$ cat config.mk
export PLATFORM = sky130hd
export DESIGN_NAME = request_path_validator_core
export DESIGN_NICKNAME = d
export VERILOG_FILES = /design/src/rpv_pkg.sv /design/src/request_path_validator_core.sv /design/src/rpv_cfg_regs.sv /design/src/rpv_parser.sv
export SDC_FILE = /design/constraint.sdc
export NUM_CORES = 1
export LEC_CHECK = 0
export BUFFER_PORTS_ARGS = -buffer_cell sky130_fd_sc_hd__buf_2
export CORE_AREA = 2 2 134 136
export CTS_BUF_LIST = sky130_fd_sc_hd__clkbuf_8
export DETAILED_ROUTE_END_ITERATION = 10
export DIE_AREA = 0 0 136 138
export GPL_TIMING_DRIVEN = 0
export PLACE_DENSITY = 0.61
export SYNTH_ARGS = -nofsm -noshare
export SYNTH_HDL_FRONTEND = slang
export SYNTH_SLANG_ARGS = --single-unit
$ cat constraint.sdc
create_clock -name clk -period 3.6 [get_ports clk]
set_input_delay 0.54 -clock clk [delete_from_list [all_inputs] [get_ports clk]]
set_output_delay 0.54 -clock clk [all_outputs]
set_load 0.005 [all_outputs]
$ cat src/rpv_pkg.sv
// Shared types and constants of the request path validator.
package rpv_pkg;

    // Input kinds carried in tuser.
    localparam logic KIND_BYTE = 1'b0;
    localparam logic KIND_END  = 1'b1;

    // Configuration register indexes (word address bits).
    localparam int unsigned REG_IDX_W = 3;
    localparam logic [REG_IDX_W-1:0] REG_MSG_ID_LEN  = 3'd0;
    localparam logic [REG_IDX_W-1:0] REG_TAG_LEN     = 3'd1;
    localparam logic [REG_IDX_W-1:0] REG_ONION_LEN   = 3'd2;
    localparam logic [REG_IDX_W-1:0] REG_GARLIC_LEN  = 3'd3;
    localparam logic [REG_IDX_W-1:0] REG_USER_LEN    = 3'd4;
    localparam logic [REG_IDX_W-1:0] REG_MAX_BYTES   = 3'd5;

    // Reset values of the configuration registers.
    localparam logic [7:0] RST_MSG_ID_LEN = 8'd40;
    localparam logic [7:0] RST_TAG_LEN    = 8'd128;
    localparam logic [7:0] RST_ONION_LEN  = 8'd16;
    localparam logic [7:0] RST_GARLIC_LEN = 8'd52;
    localparam logic [7:0] RST_USER_LEN   = 8'd32;
    localparam logic [9:0] RST_MAX_BYTES  = 10'd512;

    typedef enum logic [2:0] {
        VERDICT_VER_OK      = 3'd0,
        VERDICT_MSG_OK      = 3'd1,
        VERDICT_RCP_OK      = 3'd2,
        VERDICT_ACK_OK      = 3'd3,
        VERDICT_BAD_FORMAT  = 3'd4,
        VERDICT_BAD_REQUEST = 3'd5
    } verdict_t;

    typedef struct packed {
        logic [7:0] message_id_length;
        logic [7:0] tag_length;
        logic [7:0] onion_prefix_length;
        logic [7:0] garlic_prefix_length;
        logic [7:0] user_name_length;
        logic [9:0] max_request_bytes;
    } cfg_t;

    typedef struct packed {
        verdict_t verdict;
        logic     host_network;
    } result_t;

endpackage

$ cat src/request_path_validator_core.sv
// Top level of the request path validator: input register, parser and result register.
//
// The block takes one request byte per cycle on the input stream and, for each end
// request (tuser high), returns one verdict on the output stream. An accepted request
// sits in the input register; the parser folds a byte request into the token state on
// the next edge, and an end request on the edge that loads its verdict into the result
// register. Input and result registers run independently: bytes keep flowing while a
// verdict waits, and the input stalls only when a second end request meets a verdict
// that has not been taken. Sustained rate is one request per cycle. Configuration
// registers lie at byte addresses 0x00 to 0x14. The user writes them only while no
// request is in flight; the block itself does not enforce this.
module request_path_validator_core (
    input  logic        clk,
    input  logic        rst_n,
    input  logic        s_axis_tvalid,
    output logic        s_axis_tready,
    input  logic [7:0]  s_axis_tdata,   // [7:0] text_byte
    input  logic        s_axis_tuser,   // [0] kind
    output logic        m_axis_tvalid,
    input  logic        m_axis_tready,
    output logic [7:0]  m_axis_tdata,   // [2:0] verdict, [3] host_network, [7:4] zero
    input  logic        psel,
    input  logic        penable,
    input  logic        pwrite,
    input  logic [4:0]  paddr,
    input  logic [31:0] pwdata,
    output logic [31:0] prdata,
    output logic        pready
);

    rpv_pkg::cfg_t    cfg;
    rpv_pkg::result_t result;

    logic             in_valid_reg, in_valid_next;
    logic             in_kind_reg;
    logic [7:0]       in_byte_reg;
    logic             out_valid_reg, out_valid_next;
    rpv_pkg::result_t out_result_reg;
    logic             step;
    logic             load_result;
    logic             in_take;

    rpv_cfg_regs u_cfg_regs (
        .clk     (clk),
        .rst_n   (rst_n),
        .psel    (psel),
        .penable (penable),
        .pwrite  (pwrite),
        .paddr   (paddr),
        .pwdata  (pwdata),
        .prdata  (prdata),
        .pready  (pready),
        .cfg     (cfg)
    );

    rpv_parser u_parser (
        .clk       (clk),
        .rst_n     (rst_n),
        .cfg       (cfg),
        .step      (step),
        .kind      (in_kind_reg),
        .text_byte (in_byte_reg),
        .result    (result)
    );

    // A byte request never needs the result register, so only an end request waits.
    assign step = in_valid_reg &&
                  (in_kind_reg == rpv_pkg::KIND_BYTE || !out_valid_reg || m_axis_tready);
    assign load_result   = step && (in_kind_reg == rpv_pkg::KIND_END);
    assign s_axis_tready = !in_valid_reg || step;
    assign in_take       = s_axis_tvalid && s_axis_tready;

    assign m_axis_tvalid = out_valid_reg;
    assign m_axis_tdata  = {4'd0, out_result_reg.host_network, out_result_reg.verdict};

    always_comb
    begin
        in_valid_next = in_valid_reg;
        if (in_take)
            in_valid_next = 1'b1;
        else if (step)
            in_valid_next = 1'b0;

        out_valid_next = out_valid_reg;
        if (load_result)
            out_valid_next = 1'b1;
        else if (m_axis_tready)
            out_valid_next = 1'b0;
    end

    always_ff @(posedge clk or negedge rst_n)
    begin
        if (!rst_n)
        begin
            in_valid_reg  <= 1'b0;
            out_valid_reg <= 1'b0;
        end
        else
        begin
            in_valid_reg  <= in_valid_next;
            out_valid_reg <= out_valid_next;
        end
    end

    always_ff @(posedge clk)
    begin
        if (in_take)
        begin
            in_kind_reg <= s_axis_tuser;
            in_byte_reg <= s_axis_tdata;
        end
        if (load_result)
            out_result_reg <= result;
    end

endmodule

$ cat src/rpv_cfg_regs.sv
// APB-style configuration registers of the request path validator.
module rpv_cfg_regs (
    input  logic                clk,
    input  logic                rst_n,
    input  logic                psel,
    input  logic                penable,
    input  logic                pwrite,
    input  logic [4:0]          paddr,
    input  logic [31:0]         pwdata,
    output logic [31:0]         prdata,
    output logic                pready,
    output rpv_pkg::cfg_t       cfg
);

    rpv_pkg::cfg_t cfg_reg;
    rpv_pkg::cfg_t cfg_next;
    logic [rpv_pkg::REG_IDX_W-1:0] reg_idx;
    logic wr_en;

    assign pready  = 1'b1;
    assign reg_idx = paddr[4:2];
    assign wr_en   = psel && penable && pwrite;
    assign cfg     = cfg_reg;

    always_comb
    begin
        cfg_next = cfg_reg;
        if (wr_en)
        begin
            case (reg_idx)
                rpv_pkg::REG_MSG_ID_LEN: cfg_next.message_id_length    = pwdata[7:0];
                rpv_pkg::REG_TAG_LEN:    cfg_next.tag_length           = pwdata[7:0];
                rpv_pkg::REG_ONION_LEN:  cfg_next.onion_prefix_length  = pwdata[7:0];
                rpv_pkg::REG_GARLIC_LEN: cfg_next.garlic_prefix_length = pwdata[7:0];
                rpv_pkg::REG_USER_LEN:   cfg_next.user_name_length     = pwdata[7:0];
                rpv_pkg::REG_MAX_BYTES:  cfg_next.max_request_bytes    = pwdata[9:0];
                default:                 cfg_next = cfg_reg;
            endcase
        end
    end

    always_comb
    begin
        case (reg_idx)
            rpv_pkg::REG_MSG_ID_LEN: prdata = {24'd0, cfg_reg.message_id_length};
            rpv_pkg::REG_TAG_LEN:    prdata = {24'd0, cfg_reg.tag_length};
            rpv_pkg::REG_ONION_LEN:  prdata = {24'd0, cfg_reg.onion_prefix_length};
            rpv_pkg::REG_GARLIC_LEN: prdata = {24'd0, cfg_reg.garlic_prefix_length};
            rpv_pkg::REG_USER_LEN:   prdata = {24'd0, cfg_reg.user_name_length};
            rpv_pkg::REG_MAX_BYTES:  prdata = {22'd0, cfg_reg.max_request_bytes};
            default:                 prdata = 32'd0;
        endcase
    end

    always_ff @(posedge clk or negedge rst_n)
    begin
        if (!rst_n)
        begin
            cfg_reg.message_id_length    <= rpv_pkg::RST_MSG_ID_LEN;
            cfg_reg.tag_length           <= rpv_pkg::RST_TAG_LEN;
            cfg_reg.onion_prefix_length  <= rpv_pkg::RST_ONION_LEN;
            cfg_reg.garlic_prefix_length <= rpv_pkg::RST_GARLIC_LEN;
            cfg_reg.user_name_length     <= rpv_pkg::RST_USER_LEN;
            cfg_reg.max_request_bytes    <= rpv_pkg::RST_MAX_BYTES;
        end
        else
        begin
            cfg_reg <= cfg_next;
        end
    end

endmodule

$ cat src/rpv_parser.sv
// Per-request token state and the verdict logic of the request path validator.
module rpv_parser (
    input  logic              clk,
    input  logic              rst_n,
    input  rpv_pkg::cfg_t     cfg,
    input  logic              step,
    input  logic              kind,
    input  logic [7:0]        text_byte,
    output rpv_pkg::result_t  result
);

    localparam logic [2:0] TOKEN_CAP = 3'd6;
    localparam logic [8:0] CHAR_CAP  = 9'd256;
    localparam logic [9:0] BYTE_CAP  = 10'd1023;
    localparam logic [3:0] PHASE_CAP = 4'd15;
    localparam logic [7:0] CHAR_SLASH = 8'h2F;
    localparam logic [7:0] CHAR_DOT   = 8'h2E;

    localparam logic [7:0] CMD_WORDS [4][3] = '{
        '{8'h76, 8'h65, 8'h72},   // ver
        '{8'h6D, 8'h73, 8'h67},   // msg
        '{8'h72, 8'h63, 8'h70},   // rcp
        '{8'h61, 8'h63, 8'h6B}    // ack
    };
    localparam logic [7:0] ONION_SFX [5] = '{8'h6F, 8'h6E, 8'h69, 8'h6F, 8'h6E};
    localparam logic [7:0] GARLIC_SFX [7] =
        '{8'h62, 8'h33, 8'h32, 8'h2E, 8'h69, 8'h32, 8'h70};

    function automatic logic is_hex(input logic [7:0] c);
        return (c >= 8'h30 && c <= 8'h39) || (c >= 8'h61 && c <= 8'h66);
    endfunction

    function automatic logic is_b32(input logic [7:0] c);
        return (c >= 8'h61 && c <= 8'h7A) || (c >= 8'h32 && c <= 8'h37);
    endfunction

    logic [9:0] byte_total_reg,     byte_total_next;
    logic       too_long_reg,       too_long_next;
    logic [2:0] token_number_reg,   token_number_next;
    logic [8:0] token_chars_reg,    token_chars_next;
    logic       inside_token_reg,   inside_token_next;
    logic [3:0] command_match_reg,  command_match_next;
    logic       chars_ok_reg,       chars_ok_next;
    logic       fields_ok_reg,      fields_ok_next;
    logic [3:0] host_phase_reg,     host_phase_next;
    logic [8:0] prefix_chars_reg,   prefix_chars_next;
    logic [1:0] suffix_match_reg,   suffix_match_next;
    logic       network_seen_reg,   network_seen_next;
    logic       text_ended_reg,     text_ended_next;

    // Effect of closing the current token.
    logic [3:0] fin_cmd;
    logic       fin_ok;
    logic       fin_fields;
    logic       fin_net;
    logic       host_onion;
    logic       host_garlic;

    always_comb
    begin
        fin_cmd     = command_match_reg;
        fin_ok      = 1'b1;
        fin_net     = network_seen_reg;
        host_onion  = (host_phase_reg == 4'd6) && suffix_match_reg[0] &&
                      (prefix_chars_reg == {1'b0, cfg.onion_prefix_length});
        host_garlic = (host_phase_reg == 4'd8) && suffix_match_reg[1] &&
                      (prefix_chars_reg == {1'b0, cfg.garlic_prefix_length});
        case (token_number_reg)
            3'd1:
            begin
                if (token_chars_reg != 9'd3)
                    fin_cmd = 4'd0;
            end
            3'd2: fin_ok = chars_ok_reg && (token_chars_reg == {1'b0, cfg.message_id_length});
            3'd3: fin_ok = chars_ok_reg && (token_chars_reg == {1'b0, cfg.tag_length});
            3'd4:
            begin
                fin_ok  = chars_ok_reg && (host_onion || host_garlic);
                fin_net = host_garlic;
            end
            3'd5: fin_ok = chars_ok_reg && (token_chars_reg == {1'b0, cfg.user_name_length});
            default: fin_ok = 1'b1;
        endcase
        fin_fields = fields_ok_reg && fin_ok;
    end

    // Effect of taking one non-slash character.
    logic [2:0] tk_num;
    logic [8:0] tk_chars;
    logic       tk_ok;
    logic [3:0] tk_phase;
    logic [8:0] tk_prefix;
    logic [1:0] tk_sfx;
    logic [3:0] tk_cmd;
    logic [3:0] sfx_pos;

    always_comb
    begin
        if (inside_token_reg)
        begin
            tk_num    = token_number_reg;
            tk_chars  = token_chars_reg;
            tk_ok     = chars_ok_reg;
            tk_phase  = host_phase_reg;
            tk_prefix = prefix_chars_reg;
            tk_sfx    = suffix_match_reg;
        end
        else
        begin
            tk_num    = (token_number_reg < TOKEN_CAP) ? token_number_reg + 3'd1
                                                       : token_number_reg;
            tk_chars  = 9'd0;
            tk_ok     = 1'b1;
            tk_phase  = 4'd0;
            tk_prefix = 9'd0;
            tk_sfx    = 2'd0;
        end
        tk_cmd  = command_match_reg;
        sfx_pos = tk_phase - 4'd1;

        case (tk_num)
            3'd1:
            begin
                if (tk_chars < 9'd3)
                begin
                    for (int k = 0; k < 4; k++)
                    begin
                        if (CMD_WORDS[k][tk_chars[1:0]] != text_byte)
                            tk_cmd[k] = 1'b0;
                    end
                end
                else
                begin
                    tk_cmd = 4'd0;
                end
            end
            3'd2, 3'd3:
            begin
                if (!is_hex(text_byte))
                    tk_ok = 1'b0;
            end
            3'd4:
            begin
                if (tk_phase == 4'd0)
                begin
                    if (text_byte == CHAR_DOT)
                    begin
                        tk_phase = 4'd1;
                        tk_sfx   = 2'b11;
                    end
                    else
                    begin
                        if (!is_b32(text_byte))
                            tk_ok = 1'b0;
                        if (tk_prefix < CHAR_CAP)
                            tk_prefix = tk_prefix + 9'd1;
                    end
                end
                else
                begin
                    // Both suffixes are matched side by side, one character per byte.
                    if (sfx_pos >= 4'd5)
                        tk_sfx[0] = 1'b0;
                    else if (ONION_SFX[sfx_pos[2:0]] != text_byte)
                        tk_sfx[0] = 1'b0;
                    if (sfx_pos >= 4'd7)
                        tk_sfx[1] = 1'b0;
                    else if (GARLIC_SFX[sfx_pos[2:0]] != text_byte)
                        tk_sfx[1] = 1'b0;
                    if (tk_phase < PHASE_CAP)
                        tk_phase = tk_phase + 4'd1;
                end
            end
            3'd5:
            begin
                if (!is_b32(text_byte))
                    tk_ok = 1'b0;
            end
            default: tk_ok = tk_ok;
        endcase

        if (tk_chars < CHAR_CAP)
            tk_chars = tk_chars + 9'd1;
    end

    // Verdict for an end item, with the open token closed first.
    logic [3:0] jd_cmd;
    logic       jd_fields;
    logic       jd_net;

    always_comb
    begin
        jd_cmd    = inside_token_reg ? fin_cmd    : command_match_reg;
        jd_fields = inside_token_reg ? fin_fields : fields_ok_reg;
        jd_net    = inside_token_reg ? fin_net    : network_seen_reg;
        result.host_network = 1'b0;
        if (too_long_reg)
        begin
            result.verdict = rpv_pkg::VERDICT_BAD_REQUEST;
        end
        else if (token_number_reg == 3'd0 || token_number_reg >= TOKEN_CAP)
        begin
            result.verdict = rpv_pkg::VERDICT_BAD_FORMAT;
        end
        else
        begin
            case (jd_cmd)
                4'b0001:
                    result.verdict = (token_number_reg == 3'd1) ? rpv_pkg::VERDICT_VER_OK
                                                                : rpv_pkg::VERDICT_BAD_FORMAT;
                4'b0010:
                begin
                    if (token_number_reg == 3'd5 && jd_fields)
                    begin
                        result.verdict      = rpv_pkg::VERDICT_MSG_OK;
                        result.host_network = jd_net;
                    end
                    else
                    begin
                        result.verdict = rpv_pkg::VERDICT_BAD_FORMAT;
                    end
                end
                4'b0100:
                    result.verdict = (token_number_reg == 3'd3 && jd_fields)
                                     ? rpv_pkg::VERDICT_RCP_OK : rpv_pkg::VERDICT_BAD_FORMAT;
                4'b1000:
                    result.verdict = (token_number_reg == 3'd3 && jd_fields)
                                     ? rpv_pkg::VERDICT_ACK_OK : rpv_pkg::VERDICT_BAD_FORMAT;
                default: result.verdict = rpv_pkg::VERDICT_BAD_FORMAT;
            endcase
        end
    end

    always_comb
    begin
        byte_total_next    = byte_total_reg;
        too_long_next      = too_long_reg;
        token_number_next  = token_number_reg;
        token_chars_next   = token_chars_reg;
        inside_token_next  = inside_token_reg;
        command_match_next = command_match_reg;
        chars_ok_next      = chars_ok_reg;
        fields_ok_next     = fields_ok_reg;
        host_phase_next    = host_phase_reg;
        prefix_chars_next  = prefix_chars_reg;
        suffix_match_next  = suffix_match_reg;
        network_seen_next  = network_seen_reg;
        text_ended_next    = text_ended_reg;

        if (step)
        begin
            if (kind == rpv_pkg::KIND_END)
            begin
                byte_total_next    = 10'd0;
                too_long_next      = 1'b0;
                token_number_next  = 3'd0;
                token_chars_next   = 9'd0;
                inside_token_next  = 1'b0;
                command_match_next = 4'hF;
                chars_ok_next      = 1'b1;
                fields_ok_next     = 1'b1;
                host_phase_next    = 4'd0;
                prefix_chars_next  = 9'd0;
                suffix_match_next  = 2'd0;
                network_seen_next  = 1'b0;
                text_ended_next    = 1'b0;
            end
            else if (!text_ended_reg)
            begin
                if (text_byte == 8'd0)
                begin
                    // A zero byte ends the text; the rest of the request is dropped.
                    text_ended_next = 1'b1;
                end
                else
                begin
                    if (byte_total_reg >= cfg.max_request_bytes)
                        too_long_next = 1'b1;
                    if (byte_total_reg < BYTE_CAP)
                        byte_total_next = byte_total_reg + 10'd1;
                    if (text_byte == CHAR_SLASH)
                    begin
                        if (inside_token_reg)
                        begin
                            command_match_next = fin_cmd;
                            fields_ok_next     = fin_fields;
                            network_seen_next  = fin_net;
                            inside_token_next  = 1'b0;
                        end
                    end
                    else
                    begin
                        inside_token_next  = 1'b1;
                        token_number_next  = tk_num;
                        token_chars_next   = tk_chars;
                        chars_ok_next      = tk_ok;
                        host_phase_next    = tk_phase;
                        prefix_chars_next  = tk_prefix;
                        suffix_match_next  = tk_sfx;
                        command_match_next = tk_cmd;
                    end
                end
            end
        end
    end

    always_ff @(posedge clk or negedge rst_n)
    begin
        if (!rst_n)
        begin
            byte_total_reg    <= 10'd0;
            too_long_reg      <= 1'b0;
            token_number_reg  <= 3'd0;
            token_chars_reg   <= 9'd0;
            inside_token_reg  <= 1'b0;
            command_match_reg <= 4'hF;
            chars_ok_reg      <= 1'b1;
            fields_ok_reg     <= 1'b1;
            host_phase_reg    <= 4'd0;
            prefix_chars_reg  <= 9'd0;
            suffix_match_reg  <= 2'd0;
            network_seen_reg  <= 1'b0;
            text_ended_reg    <= 1'b0;
        end
        else
        begin
            byte_total_reg    <= byte_total_next;
            too_long_reg      <= too_long_next;
            token_number_reg  <= token_number_next;
            token_chars_reg   <= token_chars_next;
            inside_token_reg  <= inside_token_next;
            command_match_reg <= command_match_next;
            chars_ok_reg      <= chars_ok_next;
            fields_ok_reg     <= fields_ok_next;
            host_phase_reg    <= host_phase_next;
            prefix_chars_reg  <= prefix_chars_next;
            suffix_match_reg  <= suffix_match_next;
            network_seen_reg  <= network_seen_next;
            text_ended_reg    <= text_ended_next;
        end
    end

endmodule
# Word-level counts from Yosys, hierarchy flattened
# Memory sizes are Yosys's and may differ from the RTL's.
# Cells that the tools add are included.
[op_classes]
n_addsub = 6
n_lt_le_gt_ge = 19
n_eq_ne = 42
n_mux = 119
bitwise = 5
reduce_logical = 57
[ops]
columns = ["operator", "count"]
rows = [
  ["9-bit two-way mux", 15],
  ["8-bit two-way mux", 12],
  ["4-bit two-way mux", 18],
  ["8-bit binary-select mux with 2-bit select", 4],
  ["10-bit case mux with 6 select lines", 1],
  ["8-bit inequality test", 6],
  ["9-bit by 8-bit equality test with 1-bit output", 5],
  ["1-bit two-way mux", 44],
  ["10-bit two-way mux", 4],
  ["3-bit two-way mux", 10],
  ["1-bit logical AND", 20],
  ["5-bit AND reduction", 4],
  ["9-bit by 1-bit adder with 9-bit output, second input constant", 2],
  ["3-bit by 2-bit equality test with 1-bit output, second input constant", 6],
  ["3-bit equality test, second input constant", 6],
  ["9-bit < comparator, second input constant", 2],
  ["8-bit by 6-bit equality test with 1-bit output, second input constant", 2],
  ["8-bit by 6-bit >= comparator with 1-bit output, second input constant", 2],
  ["8-bit by 6-bit <= comparator with 1-bit output, second input constant", 2],
  ["8-bit by 7-bit <= comparator with 1-bit output, second input constant", 2],
  ["2-bit two-way mux", 8],
  ["4-bit inequality test, second input constant", 4],
  ["4-bit AND reduction", 4],
  ["3-bit case mux with 4 select lines", 1],
  ["36 further kinds", 64],
]
[totals]
ff_bits = 112
mem_bits_ro = 128
word_cells = 279
n_memories = 2
[mem_list]
columns = ["memory", "depth", "word_bits", "rd", "rd_ports_with_merged_regs", "write_ports", "line_no", "rtl"]
rows = [
  ["(no name shown)", 8, 8, 1, 0, 0, "rpv_parser.sv:164", "else if (ONION_SFX[sfx_pos[2:0]] != text_byte)"],
  ["(no name shown)", 8, 8, 1, 0, 0, "rpv_parser.sv:168", "else if (GARLIC_SFX[sfx_pos[2:0]] != text_byte)"],
]

# Longest topological paths before layout
[depth]
depth_word = 15
ltp_mapped = 13
ltp_nobuf = 9

# Cells and area by module
# From an unflattened synthesis, not the netlist that was laid out.
[hier_totals]
hier_cells = 770
area_unflattened_um2 = 7404.6
[modules_own_cells]
columns = ["mod", "n_inst", "cells_each", "area_per_inst_um2", "seq_area_each_um2"]
rows = [
  ["rpv_parser", 1, 552, 4284.1, 1183.6],
  ["rpv_cfg_regs", 1, 190, 2588.7, 1262.5],
  ["request_path_validator_core", 1, 28, 531.8, 440.4],
]

# Worst setup path after synthesis
# No wires, ideal clock.
[synth_path]
path_type = "register to register"
start = "register u_parser.inside_token_reg"
end = "register u_parser.command_match_reg[0]"
setup_ns = 0.060
arrival_time_ns = 3.125
required_ns = 3.540
path_slack_ns = 0.415
path_stages_with_launch = 13
path_buffers = 4
cell_sequence = "dfrtp_1 -> clkbuf_1 -> clkbuf_1 -> clkbuf_1 -> nand2_1 -> inv_1 -> ha_1 -> clkbuf_1 -> xnor2_1 -> or4_4 -> or4_4 -> o31ai_1 -> a21o_1"
[synth_between]
elab_chain_cells = 8
word_cells_on_any_way = 19
classes_between = "order compare: 1; eq/ne: 3; mux: 12; bitwise: 1; reduce/logical: 2"
[synth_rtl]
columns = ["element", "line_no", "rtl"]
rows = [
  ["start, declared", "rpv_parser.sv:41", "logic inside_token_reg, inside_token_next;"],
  ["start signal, assigned", "rpv_parser.sv:331", "inside_token_reg <= inside_token_next;"],
  ["9-bit two-way mux", "rpv_parser.sv:99", "if (inside_token_reg)"],
  ["9-bit by 2-bit < comparator with 1-bit output / 2-bit inverter with 3-bit output (equally long branches)", "rpv_parser.sv:124, rpv_parser.sv:128", ""],
  ["4-bit two-way mux / 8-bit binary-select mux with 2-bit select (equally long branches)", "rpv_parser.sv:124, rpv_parser.sv:128", ""],
  ["4-bit two-way mux / 8-bit two-way mux (equally long branches)", "rpv_parser.sv:121, rpv_parser.sv:128", ""],
  ["4-bit two-way mux / 8-bit two-way mux (equally long branches)", "rpv_parser.sv:281, rpv_parser.sv:128", ""],
  ["4-bit two-way mux / 8-bit inequality test (equally long branches)", "rpv_parser.sv:270, rpv_parser.sv:128", ""],
  ["4-bit two-way mux / 4-bit inequality test (equally long branches)", "--", ""],
  ["4-bit two-way mux / 5-bit AND reduction (equally long branches)", "--", ""],
  ["end signal, assigned", "rpv_parser.sv:332", "command_match_reg <= command_match_next;"],
  ["end, declared", "rpv_parser.sv:42", "logic [3:0] command_match_reg, command_match_next;"],
]
# Parallel ways exist; a longest one is shown, timed or not. The select of a mux whose other input is x is not followed.
# A chain may end at the register's enable or synchronous reset.

# Worst setup path in the final report
[layout_path]
start = "register u_parser.inside_token_reg"
end = "register u_parser.command_match_reg[2]"
# The elaborated chain is that of the path after synthesis.

==> metrics.txt <==
cells after synthesis between 800 and 900; Pre-antenna DRT Iters 5; clock power share between 20 and 25%; Initial Util between 40% and 50%; worst vdd ir ~0.28 mV; drc violations 0; Largest register FFs 50; Worst Hold Class in -> async; Fill cells around 1700; layout cells sized above 1 slightly above 20%; average cell area after synthesis 9.38 um2; Die Ht between 100 and 150 um; top cell type's share of synthesized area between 20% and 30%; synth top area cells dfrtp_1 27%, mux2_2 6.9%, dfstp_2 5.1%, edfxtp_1 5.1%, ha_1 4.6%; overall power after layout approximately 3.6 mW; Iteration-0 DRC Markers about 560; RSZ-0062 raised after global routing no; Slew HR roughly 15%; Placed Area 0.00829 mm2; layer with the highest usage met2; Core Area about 0.018 mm2; sequential element share of the synthesized area ~38%; Flop pwr share ~47%; startpoint types register; post-layout util ~48%; cts hold-fix bufs 0; HPWL Detailed 15200 um; Yosys top cell by area dfrtp_1; Nets ~980; Routed Wire Length 20500 um; GRT met2 Usage approximately a third; Setup Fix Bufs, Post-CTS 0; Ys Warns 0; critical path type reg -> reg; final hold vios 0; CP Capture Type register; Post-synth ARST share about nine tenths; Power Density around 420 mW/mm2; Pleak between 3 and 4 nW; Die ar. 0.0188 mm2; Final Max Tran Viols 0; vias between 6000 and 7000; Clk Latency, worst-skew pair ~0.40 ns; Main synth FF type dfrtp_1; met1 Track Usage GR roughly a third; TritonCTS Buffers 9; Via-to-Cell Ratio 5.67; Worst path slowest cell or4_4; GPL Wtd Cong ~0.87; routed length per instance 18.2 um; GR Overflow Total 0; switching pwr between 1 and 1.5 mW; crit path time final between 3 and 4 ns; mapped cell area 0.00766 mm2; Max H-tree Level 3; root buf cell clkbuf_8; Synth top cells by count 84 x dfrtp_1, 68 x nand2_1, 51 x o21ai_0, 47 x mux2_2, 36 x clkbuf_1; Crit path largest cell delay around 0.53 ns; IO Count 96; most frequent CP cell or4_4; Post-synth EDFFs 13; vias in the first global route slightly above 6000; worst slew pin tran about 1.3 ns; Gate power share a little under a third; Max FO, Critical Path 10; clock skew ~0.013 ns; critical-path cell list buf_2 > clkbuf_2 > nand2_1 > inv_1 > ha_2 > xnor2_1 > or4_4 > or4_4 > o31ai_1 > a21o_1; first-pass GRT wire length around 33000 um; Detail Route Antenna Nets 0; die width approximately 140 um; diode count 0; Setup Viol. Count Final 0; final worst-path cycle share a little over nine tenths; grt met3 use approximately 3.8%; status finished, final reports clean; worst hold slack around 0.2 ns; count of different cell masters after synthesis around 80; GRT Total Usage roughly 22%; largest net degree at the start of global routing between 50 and 60; Pint 2.30 mW; WP data required between 3 and 4 ns; Max Cap Viol 0; clock sink count 112; switch share 35.4%; most frequent cell after synthesis dfrtp_1; Setup TNS Final 0 ns; CTS clock-pin slew for the worst setup and hold paths between 0.1 and 0.15 ns; CTS tree built; fmax 0.296 GHz; port buffer count between 40 and 50; #FFs+latches synth approximately 110; arrival time at the worst endpoint roughly 3.7 ns; CTS max path bufs 2; Design Area, Final approximately 0.0085 mm2; initial antenna violation count 0; Area growth syn-to-layout 10.8%; # rows roughly 50
cells in the final DEF (no fill, tap or decap), types with 15 or more instances in the layout:
| cell type | n |
|---|---|
| mux2i_1 | 17 |
| buf_4 | 29 |
| o21ai_0 | 51 |
| nand2_1 | 68 |
| xor2_1 | 21 |
| conb_1 | 27 |
| nor3_1 | 21 |
| dfrtp_1 | 83 |
| inv_1 | 33 |
| nor2_1 | 35 |
| a21oi_1 | 33 |
| ha_1 | 27 |
| nand3_1 | 28 |
| xnor2_1 | 21 |
| mux2_2 | 47 |
| dfstp_2 | 15 |
| clkbuf_1 | 32 |
| buf_2 | 49 |
worst paths after layout:
kind / from / end / slack, ns / cells past startpoint
worst max-delay path: u_parser.inside_token_reg / u_parser.command_match_reg[2] / 0.22 / 10
min in group clk: s_axis_tdata[6] / in_byte_reg[6] / 0.30 / 1
worst min register to register: u_parser.suffix_match_reg[0] / u_parser.suffix_match_reg[0] / 0.50 / 1
max in group asynchronous: rst_n / u_parser.chars_ok_reg / 2.65 / 2
worst min-delay path: rst_n / u_cfg_regs.cfg[8] / 0.20 / 1
worst max register to register: u_parser.inside_token_reg / u_parser.command_match_reg[2] / 0.22 / 10
power by group through the flow:
stage          clock [mW]  sequential, mW  combinational (mW)
5_1_grt             0.861            1.70                1.21
2_1_floorplan           0            1.61               0.802
4_1_cts             0.816            1.68                1.08
3_3_place_gp            0            1.69                1.07
3_5_place_dp            0            1.69                1.08
6_report            0.790            1.68                1.08
metrics by stage:
| stage | worst slack (ns) | std cells |
|---|---|---|
| after floorplan | 0.415 | 842 |
| after global placement | -0.743 | 1114 |
| after detailed placement | -0.748 | 1115 |
| after CTS | 0.0391 | 1129 |
| after global routing | 0.0920 | 1129 |
| final | 0.216 | 1129 |
metal layers:
layer  up-vias  wire (um)
li1       3085          -
met1      3116       9850
met2       186       9450
met3        17        994
met4         0        230
met5         -          0
critical path, delay by kind of cell, from the launching register on:
| family | cells | cell delay [ns] |
|---|---|---|
| buffers and inverters | 3 | 0.79 |
| adders and majority gates | 1 | 0.32 |
| and+or+nand+nor | 3 | 1.21 |
| xor gates and xnor gates | 1 | 0.09 |
| DFF | 1 | 0.49 |
| AOI/OAI and AO/OA | 2 | 0.43 |
cells by family (layout without fill, tap and decap cells):
| kind of cell | count (synthesis) | in the layout | synth area share [%] |
|---|---|---|---|
| xor+xnor | 42 | 42 | 4.80 |
| compound gates | 196 | 196 | 17.5 |
| simple gates | 260 | 260 | 18.2 |
| buf+inv | 109 | 167 | 7.01 |
| mux | 68 | 68 | 10.2 |
| flops | 112 | 112 | 37.7 |
| fa+ha+maj | 28 | 28 | 4.57 |
| other cells | 2 | 27 | 0.0980 |
final cells by class:
type,count,area (um2),share of cell area [%]
Clock buffer,10,138,1.62
Tap cell,229,287,3.38
Sequential cell,112,2890,34.0
Clock inverter,6,61.3,0.722
Buffer,73,404,4.76
Timing Repair Buffer,44,245,2.89
Multi-Input combinational cell,621,4340,51.1
Inverter,34,128,1.50
repair_timing:
item	in CTS	in global routing
setup endpoints to repair	6	3
endpoints found under the hold margin	0	0
gates resized for setup	3	3
(Power assumes the default switching activity.)
